`config.mk`:
```
export PLATFORM = sky130hd
export DESIGN_NAME = first_substring_match_flat
export DESIGN_NICKNAME = d
export VERILOG_FILES = /design/src/hdl/fsm_pkg.sv /design/src/hdl/fsm_stream_if.sv /design/src/hdl/fsm_pattern.sv /design/src/hdl/fsm_scan.sv /design/src/hdl/first_substring_match.sv /design/src/flat_wrapper.sv
export SDC_FILE = /design/constraint.sdc
export NUM_CORES = 1
export LEC_CHECK = 0
export ABC_AREA = 1
export BUFFER_PORTS_ARGS = -buffer_cell sky130_fd_sc_hd__buf_4
export CAP_MARGIN = 5
export CORE_MARGIN = 5
export CORE_UTILIZATION = 50
export CTS_CLUSTER_DIAMETER = 50
export DETAILED_ROUTE_END_ITERATION = 8
export PLACE_DENSITY = 0.67
export SLEW_MARGIN = 20
export SYNTH_ARGS = -nofsm -noshare
export SYNTH_HDL_FRONTEND = slang
export SYNTH_HIERARCHICAL = 1
export SYNTH_SLANG_ARGS = --single-unit
```
`constraint.sdc`:
```
create_clock -name clk -period 21.2 [get_ports clk]
set_input_delay 2.12 -clock clk [delete_from_list [all_inputs] [get_ports clk]]
set_output_delay 2.12 -clock clk [all_outputs]
set_load 0.05 [all_outputs]
```
`src/hdl/fsm_pkg.sv`:
```
`timescale 1ns / 1ps
// ----------------------------------------------------------------------------
// fsm_pkg
// Shared types and constants for the first substring match block.
// ----------------------------------------------------------------------------
package fsm_pkg;

    localparam int CHAR_W = 8;
    localparam int POS_W  = 16;

    typedef enum logic
    {
        FUNC_PATTERN = 1'b0,
        FUNC_TEXT    = 1'b1
    } func_t;

    typedef struct packed
    {
        func_t             func;
        logic [CHAR_W-1:0] char_in;
        logic              last;
    } in_item_t;

    typedef struct packed
    {
        logic             found;
        logic [POS_W-1:0] position;
        logic             pattern_too_long;
    } out_item_t;

    // one staged byte that is moving into the state registers
    typedef struct packed
    {
        logic     step;
        in_item_t item;
    } step_t;

endpackage

```
`src/hdl/fsm_stream_if.sv`:
```
`timescale 1ns / 1ps
// ----------------------------------------------------------------------------
// fsm_stream_if
// Valid/ready channel carrying one payload per transaction.
// ----------------------------------------------------------------------------
interface fsm_stream_if #(parameter type T = logic);

    logic valid;
    logic ready;
    T     data;

    modport source
    (
        output valid,
        output data,
        input  ready
    );

    modport sink
    (
        input  valid,
        input  data,
        output ready
    );

endinterface

```
`src/hdl/fsm_pattern.sv`:
```
`timescale 1ns / 1ps
// ----------------------------------------------------------------------------
// fsm_pattern
// Pattern store kept newest-first, with length, overflow and closed flags.
// ----------------------------------------------------------------------------
module fsm_pattern
    import fsm_pkg::*;
#(
    parameter int PATTERN_MAX = 16,
    parameter int LEN_W       = $clog2(PATTERN_MAX + 1)
)
(
    input  logic                               clk,
    input  logic                               rst_n,
    input  step_t                              stage,
    output logic [PATTERN_MAX-1:0][CHAR_W-1:0] pattern_rev,
    output logic [LEN_W-1:0]                   pattern_len,
    output logic                               overflow,
    output logic                               new_pattern
);

    logic [PATTERN_MAX-1:0][CHAR_W-1:0] store_reg;
    logic [PATTERN_MAX-1:0][CHAR_W-1:0] store_next;
    logic [LEN_W-1:0]                   len_reg;
    logic [LEN_W-1:0]                   len_next;
    logic                               ovf_reg;
    logic                               ovf_next;
    logic                               closed_reg;
    logic                               closed_next;
    logic [LEN_W-1:0]                   len_base;
    logic                               ovf_base;
    logic                               pattern_step;

    assign pattern_step = stage.step && (stage.item.func == FUNC_PATTERN);
    assign new_pattern  = pattern_step && closed_reg;
    assign len_base     = closed_reg ? '0 : len_reg;
    assign ovf_base     = closed_reg ? 1'b0 : ovf_reg;

    always_comb
    begin
        store_next  = store_reg;
        len_next    = len_reg;
        ovf_next    = ovf_reg;
        closed_next = closed_reg;
        if (pattern_step)
        begin
            len_next    = len_base;
            ovf_next    = ovf_base;
            closed_next = stage.item.last;
            if (len_base < LEN_W'(PATTERN_MAX))
            begin
                // newest byte at tap 0, so tap j holds pattern byte len-1-j
                for (int k = PATTERN_MAX - 1; k > 0; k--)
                begin
                    store_next[k] = store_reg[k-1];
                end
                store_next[0] = stage.item.char_in;
                len_next      = len_base + LEN_W'(1);
            end
            else
            begin
                ovf_next = 1'b1;
            end
        end
        else if (stage.step)
        begin
            closed_next = 1'b1;
        end
    end

    always_ff @(posedge clk)
    begin
        store_reg <= store_next;
    end

    always_ff @(posedge clk or negedge rst_n)
    begin
        if (!rst_n)
        begin
            len_reg    <= '0;
            ovf_reg    <= 1'b0;
            closed_reg <= 1'b1;
        end
        else
        begin
            len_reg    <= len_next;
            ovf_reg    <= ovf_next;
            closed_reg <= closed_next;
        end
    end

    assign pattern_rev = store_reg;
    assign pattern_len = len_reg;
    assign overflow    = ovf_reg;

endmodule

```
`src/hdl/fsm_scan.sv`:
```
`timescale 1ns / 1ps
// ----------------------------------------------------------------------------
// fsm_scan
// Text window, parallel window compare and first-match bookkeeping.
// ----------------------------------------------------------------------------
module fsm_scan
    import fsm_pkg::*;
#(
    parameter int PATTERN_MAX = 16,
    parameter int TEXT_MAX    = 65536,
    parameter int LEN_W       = $clog2(PATTERN_MAX + 1)
)
(
    input  logic                               clk,
    input  logic                               rst_n,
    input  step_t                              stage,
    input  logic [PATTERN_MAX-1:0][CHAR_W-1:0] pattern_rev,
    input  logic [LEN_W-1:0]                   pattern_len,
    input  logic                               overflow,
    input  logic                               new_pattern,
    output logic                               res_fire,
    output out_item_t                          res
);

    localparam int CNT_W = $clog2(TEXT_MAX + 1);
    localparam int DIF_W = (CNT_W > LEN_W) ? CNT_W : LEN_W;

    logic [PATTERN_MAX-1:0][CHAR_W-1:0] window_reg;
    logic [PATTERN_MAX-1:0][CHAR_W-1:0] window_next;
    logic [CNT_W-1:0]                   count_reg;
    logic [CNT_W-1:0]                   count_next;
    logic                               seen_reg;
    logic                               seen_next;
    logic [POS_W-1:0]                   start_reg;
    logic [POS_W-1:0]                   start_next;
    logic [CNT_W-1:0]                   count_inc;
    logic [DIF_W-1:0]                   start_diff;
    logic                               text_step;
    logic                               scanning;
    logic                               window_eq;
    logic                               hit;

    assign text_step = stage.step && (stage.item.func == FUNC_TEXT);
    assign scanning  = text_step && (count_reg < CNT_W'(TEXT_MAX));
    assign count_inc = count_reg + CNT_W'(1);

    always_comb
    begin
        window_next = window_reg;
        for (int k = PATTERN_MAX - 1; k > 0; k--)
        begin
            window_next[k] = window_reg[k-1];
        end
        window_next[0] = stage.item.char_in;
    end

    // compare of the shifted window against the reversed pattern
    always_comb
    begin
        window_eq = 1'b1;
        for (int j = 0; j < PATTERN_MAX; j++)
        begin
            if ((LEN_W'(j) < pattern_len) && (window_next[j] != pattern_rev[j]))
            begin
                window_eq = 1'b0;
            end
        end
    end

    assign start_diff = DIF_W'(count_inc) - DIF_W'(pattern_len);

    always_comb
    begin
        count_next = count_reg;
        seen_next  = seen_reg;
        start_next = start_reg;
        if (new_pattern)
        begin
            count_next = '0;
            seen_next  = 1'b0;
            start_next = '0;
        end
        else if (scanning)
        begin
            count_next = count_inc;
            if (!seen_reg && !overflow && (pattern_len != '0) &&
                (DIF_W'(count_inc) >= DIF_W'(pattern_len)) && window_eq)
            begin
                seen_next  = 1'b1;
                start_next = POS_W'(start_diff);
            end
        end
    end

    assign res_fire             = text_step && stage.item.last;
    assign hit                  = seen_next && !overflow && (pattern_len != '0);
    assign res.found            = hit;
    assign res.position         = hit ? start_next : '0;
    assign res.pattern_too_long = overflow;

    always_ff @(posedge clk)
    begin
        if (scanning)
        begin
            window_reg <= window_next;
        end
    end

    always_ff @(posedge clk or negedge rst_n)
    begin
        if (!rst_n)
        begin
            count_reg <= '0;
            seen_reg  <= 1'b0;
            start_reg <= '0;
        end
        else if (res_fire)
        begin
            count_reg <= '0;
            seen_reg  <= 1'b0;
            start_reg <= '0;
        end
        else
        begin
            count_reg <= count_next;
            seen_reg  <= seen_next;
            start_reg <= start_next;
        end
    end

endmodule

```
`src/hdl/first_substring_match.sv`:
```
`timescale 1ns / 1ps
// ----------------------------------------------------------------------------
// first_substring_match
// Streaming search for the first occurrence of a pattern in a byte text.
//
// item channel: one byte per transaction. func selects pattern or text,
// last closes the pattern or ends the text. A pattern byte after a closed
// pattern starts a new pattern; the pattern is kept across texts.
// result channel: one transaction per text byte with last set, carrying
// found, the zero-based start position and the pattern_too_long flag.
// Flow: a byte is registered in the input register at its transaction and
// moves on into the state and result registers when it advances, which a
// waiting result can hold off; the result of a final text byte is registered.
// Throughput: one byte per cycle while no result waits on the receiver; the
// text window is compared against all PATTERN_MAX pattern taps combinationally.
// Reset: pattern empty and closed, scan state cleared, both channels idle.
// Stall: while a result waits on the receiver, one more byte is held in the
// input register and further bytes wait; nothing is dropped.
// ----------------------------------------------------------------------------
module first_substring_match
    import fsm_pkg::*;
#(
    parameter int PATTERN_MAX = 16,
    parameter int TEXT_MAX    = 65536
)
(
    input  logic              clk,
    input  logic              rst_n,
    fsm_stream_if.sink        item,
    fsm_stream_if.source      result
);

    localparam int LEN_W = $clog2(PATTERN_MAX + 1);

    in_item_t                           item_reg;
    logic                               item_valid_reg;
    logic                               item_valid_next;
    out_item_t                          result_reg;
    logic                               result_valid_reg;
    logic                               result_valid_next;
    logic                               advance;
    step_t                              stage;
    logic [PATTERN_MAX-1:0][CHAR_W-1:0] pattern_rev;
    logic [LEN_W-1:0]                   pattern_len;
    logic                               overflow;
    logic                               new_pattern;
    logic                               res_fire;
    out_item_t                          res;

    assign advance    = item_valid_reg && (!result_valid_reg || result.ready);
    assign item.ready = !item_valid_reg || advance;
    assign stage.step = advance;
    assign stage.item = item_reg;

    fsm_pattern #(
        .PATTERN_MAX (PATTERN_MAX),
        .LEN_W       (LEN_W)
    ) u_pattern (
        .clk         (clk),
        .rst_n       (rst_n),
        .stage       (stage),
        .pattern_rev (pattern_rev),
        .pattern_len (pattern_len),
        .overflow    (overflow),
        .new_pattern (new_pattern)
    );

    fsm_scan #(
        .PATTERN_MAX (PATTERN_MAX),
        .TEXT_MAX    (TEXT_MAX),
        .LEN_W       (LEN_W)
    ) u_scan (
        .clk         (clk),
        .rst_n       (rst_n),
        .stage       (stage),
        .pattern_rev (pattern_rev),
        .pattern_len (pattern_len),
        .overflow    (overflow),
        .new_pattern (new_pattern),
        .res_fire    (res_fire),
        .res         (res)
    );

    always_comb
    begin
        item_valid_next = item_valid_reg;
        if (item.ready)
        begin
            item_valid_next = item.valid;
        end
        result_valid_next = result_valid_reg;
        if (advance && res_fire)
        begin
            result_valid_next = 1'b1;
        end
        else if (result.ready)
        begin
            result_valid_next = 1'b0;
        end
    end

    always_ff @(posedge clk)
    begin
        if (item.valid && item.ready)
        begin
            item_reg <= item.data;
        end
        if (advance && res_fire)
        begin
            result_reg <= res;
        end
    end

    always_ff @(posedge clk or negedge rst_n)
    begin
        if (!rst_n)
        begin
            item_valid_reg   <= 1'b0;
            result_valid_reg <= 1'b0;
        end
        else
        begin
            item_valid_reg   <= item_valid_next;
            result_valid_reg <= result_valid_next;
        end
    end

    assign result.valid = result_valid_reg;
    assign result.data  = result_reg;

    a_found_excl_overflow : assert property (@(posedge clk) disable iff (!rst_n)
        result.valid |-> !(result.data.found && result.data.pattern_too_long))
        else $error("found and pattern_too_long both set");

    a_position_zero : assert property (@(posedge clk) disable iff (!rst_n)
        (result.valid && !result.data.found) |-> (result.data.position == '0))
        else $error("position nonzero without a match");

    a_ready_when_free : assert property (@(posedge clk) disable iff (!rst_n)
        !result_valid_reg |-> item.ready)
        else $error("input stalled with an empty result register");

    a_result_from_last_text : assert property (@(posedge clk) disable iff (!rst_n)
        $rose(result_valid_reg) |->
            ($past(item_reg.func) == FUNC_TEXT) && $past(item_reg.last))
        else $error("result not caused by a final text byte");

endmodule

```
`src/flat_wrapper.sv`:
```
// flat-port wrapper written by rule: the top's interface ports become plain ports
module first_substring_match_flat import fsm_pkg::*;
#(
    parameter int PATTERN_MAX = 16,
    parameter int TEXT_MAX    = 65536
)
  (clk, rst_n, item_valid, item_data, item_ready, result_valid, result_data, result_ready);
  fsm_stream_if #(.T(in_item_t)) item_i ();
  fsm_stream_if #(.T(out_item_t)) result_i ();
  input  logic clk;
  input  logic rst_n;
  input wire logic [$bits(item_i.valid)-1:0] item_valid;
  input wire logic [$bits(item_i.data)-1:0] item_data;
  output wire logic [$bits(item_i.ready)-1:0] item_ready;
  output wire logic [$bits(result_i.valid)-1:0] result_valid;
  output wire logic [$bits(result_i.data)-1:0] result_data;
  input wire logic [$bits(result_i.ready)-1:0] result_ready;
  assign item_i.valid = item_valid;
  assign item_i.data = item_data;
  assign item_ready = item_i.ready;
  assign result_valid = result_i.valid;
  assign result_data = result_i.data;
  assign result_i.ready = result_ready;
  first_substring_match #(.PATTERN_MAX(PATTERN_MAX), .TEXT_MAX(TEXT_MAX)) u_core (.clk(clk), .rst_n(rst_n), .item(item_i), .result(result_i));
endmodule
```
==> flow_metrics.tcl <==
set metrics [dict create \
    first_pass_iters 5 \
    post_cts_buffers 0 \
    hold_viol 0 \
    finClkSkew_ps 16.03 \
    fp.dieH_um 177.9 \
    grtUsageTotal_pct 15.84 \
    wl_per_cell_um 14.32 \
    regToRegEndpoint "u_core/result.data[2]$_DFFE_PP_" \
    hold_class "reg -> reg" \
    tightest_slew_ps 1027 \
    detail-route-antenna-nets 0 \
    io_buffers 33 \
    endpoint "u_core/result.data[12]$_DFFE_PP_" \
    vias 8290 \
    synth_top_flop_cell "edfxtp_1" \
    largest_reg_flops 128 \
    tritoncts "built" \
    reg2reg_from "u_core/u_scan/count_reg[0]$_DFFE_PN0P_" \
    drc 0 \
    power_density_nw_per_um2 91.54 \
    gp_congestion 0.8158 \
    crit_required_ps 21450 \
    seq_area_frac_synth_pct 66.42 \
    clock_sinks 319 \
    instances_no_fill 1686 \
    arrival_ps 5260 \
    vias_per_cell 4.917 \
    cap_viol_max_count 0 \
    async_flop_share_pct 13.48 \
    antenna_found_initial 0 \
    avgSynthCellArea_um2 11.60 \
    clockBufferDepth 3 \
    cts_buffers 35 \
    rows 61 \
    max_clock_freq_mhz 199.9 \
    routed_wirelength_mm 24.15 \
    ctsHoldBuffers 0 \
    setup_viol 0 \
    synth_cell_types 41 \
    ys_ff_latch 319 \
    final_nets 1303 \
    insertedDiodeCount 0 \
    hp-start "u_core/u_scan/window_next[43]$_DFFE_PP_" \
    whs_ps 457.2 \
    synth_nets 1238 \
    end_kind "flop" \
    setup.worst_path.class "in -> reg" \
    synth-edff-count 276 \
    clk_latency_ps 510 \
    yosysTopAreaCell "edfxtp_1" \
    overflow 0 \
    grt_max_degree 71 \
    clk_pin_slew_ps 60 \
    netlist_area_um2 14100 \
    yosys_warnings 6 \
    synthToLayoutAreaGrowth_pct 12.42 \
    grt_pass1_vias 8372 \
    die_w_um 177.9 \
    leakage_nw 6.368 \
    drt_iter0_markers 577 \
    r2r_setup_slack_ps 17450 \
    slew_violations 0 \
    finalCriticalPeriod_ps 5003 \
    start_util_pct 50.76 \
    yosys-top-cells-area "edfxtp_1, nand2_1, dfrtp_1" \
    relSlewSlack_pct 31.30 \
    report.power.total_w 0.001451 \
    netlist_instances 1216 \
    worstPathMaxFanout 53 \
    yosysTopAreaCellShare_pct 58.78 \
    worst_setup_path_start_kind "primary input" \
    core_area_um2 27780 \
    place_hpwl_mm 16.12 \
    drive_gt1_share_pct 13.46 \
    final.setup.tns_ps 0 \
    status "complete, no violations" \
    place_inst 1622 \
    dieArea_um2 31660 \
    htree_num_levels 2 \
    rr_worst_depth 17 \
    period_share_pct 23.60 \
    peakVddDrop_v 0.00007057 \
    clockRootBuffer "clkbuf_16" \
    crit_start "result_ready" \
    grt_pass1_wl_mm 40.06 \
    cts_resized 0 \
    rsz0062_at_grt "no" \
    pin_count 34 \
]
-- per-layer routing --
layer  wire length, um  GRT usage (%)
met3              1198          2.940
met4               407          4.447
met5                 0              0
met2             11790          26.76
met1             10760          21.11
-- cell usage after synthesis, types with 4 or more instances --
cell type  number
xor2_1         33
nand2_2        14
a21oi_1         9
xnor2_1        73
nand3_4         8
edfxtp_1      276
o21ai_0        13
nor2_1        128
clkinv_1        4
inv_1         154
nand4_1        18
or2_2           4
o22ai_1        14
dfrtp_1        42
nand3_2         9
nor2_4         13
nand3_1        53
nand2_1       284
nor2_2         16
ha_1            7
nand2_4        16
-- worst min path at each step --
stage                                               endpoint  slack, ps  cells after the start
global route         u_core/u_scan/window_next[62]$_DFFE_PP_        470                      0
floorplan           u_core/u_scan/window_next[108]$_DFFE_PP_        430                      0
CTS                  u_core/u_scan/window_next[51]$_DFFE_PP_        450                      0
global placement    u_core/u_scan/window_next[115]$_DFFE_PP_        430                      0
detailed placement  u_core/u_scan/window_next[115]$_DFFE_PP_        440                      0
finish               u_core/u_scan/window_next[51]$_DFFE_PP_        460                      0
-- layout by cell type, fill, tap and decap left out, drive strengths merged, types with 7 or more instances in the layout --
cell and instances:
a21oi 9, buf 38, clkbuf 42, clkinv 19
dfrtp 42, edfxtp 276, ha 7, inv 160
nand2 314, nand3 70, nand4 18, nor2 158
o21ai 15, o22ai 14, xnor2 73, xor2 33
-- kinds of logic after synthesis --
kind of cell / count (synthesis) / share of synthesized area [%]
AOI/OAI and AO/OA: 45 / 1.837
xor gates and xnor gates: 106 / 6.584
adders and majority gates: 8 / 0.7631
buffers and inverters: 171 / 5.022
DFF: 319 / 66.42
and+or+nand+nor: 567 / 19.38
-- critical path, stage by stage --
cell	delay, ps
buf_4	70
inv_1	50
nand2_1	70
nand2_1	70
inv_1	140
nand2_1	130
nor2_4	90
buf_4	560
nand4_1	230
a21oi_1	180
nand2_1	70
nor2_1	110
nand2_1	60
nor2_1	770
nand3_1	290
nand3_4	180
nor2_2	40
-- metrics by stage --
step	util, %	worst slack, ps	instance area, um2
after floorplan	-	11770	14100
after global placement	53.14	15690	14760
after detailed placement	53.14	15670	14760
after CTS	57.06	16200	15850
after global routing	57.06	15760	15850
final	57.06	16200	15850
-- area by class of cell --
cell class,instances,area [um2]
fillers,2301,11930
clock buffers,42,933.4
repair buffers,38,285.3
well taps,378,473.0
multi-input cells,726,4035
clock inverters,22,156.4
inverters,161,604.3
flip-flops and latches,319,9365
-- power by group --
group | total [W] | leakage (nW) | switching, W | internal (W)
logic | 0.000149 | 2.66 | 0.000100 | 0.0000485
clock network | 0.000563 | 0.530 | 0.000234 | 0.000329
registers | 0.000739 | 3.18 | 0.0000203 | 0.000719
total | 0.00145 | 6.37 | 0.000355 | 0.00110
Note: power is estimated with default switching activity, not from simulation.
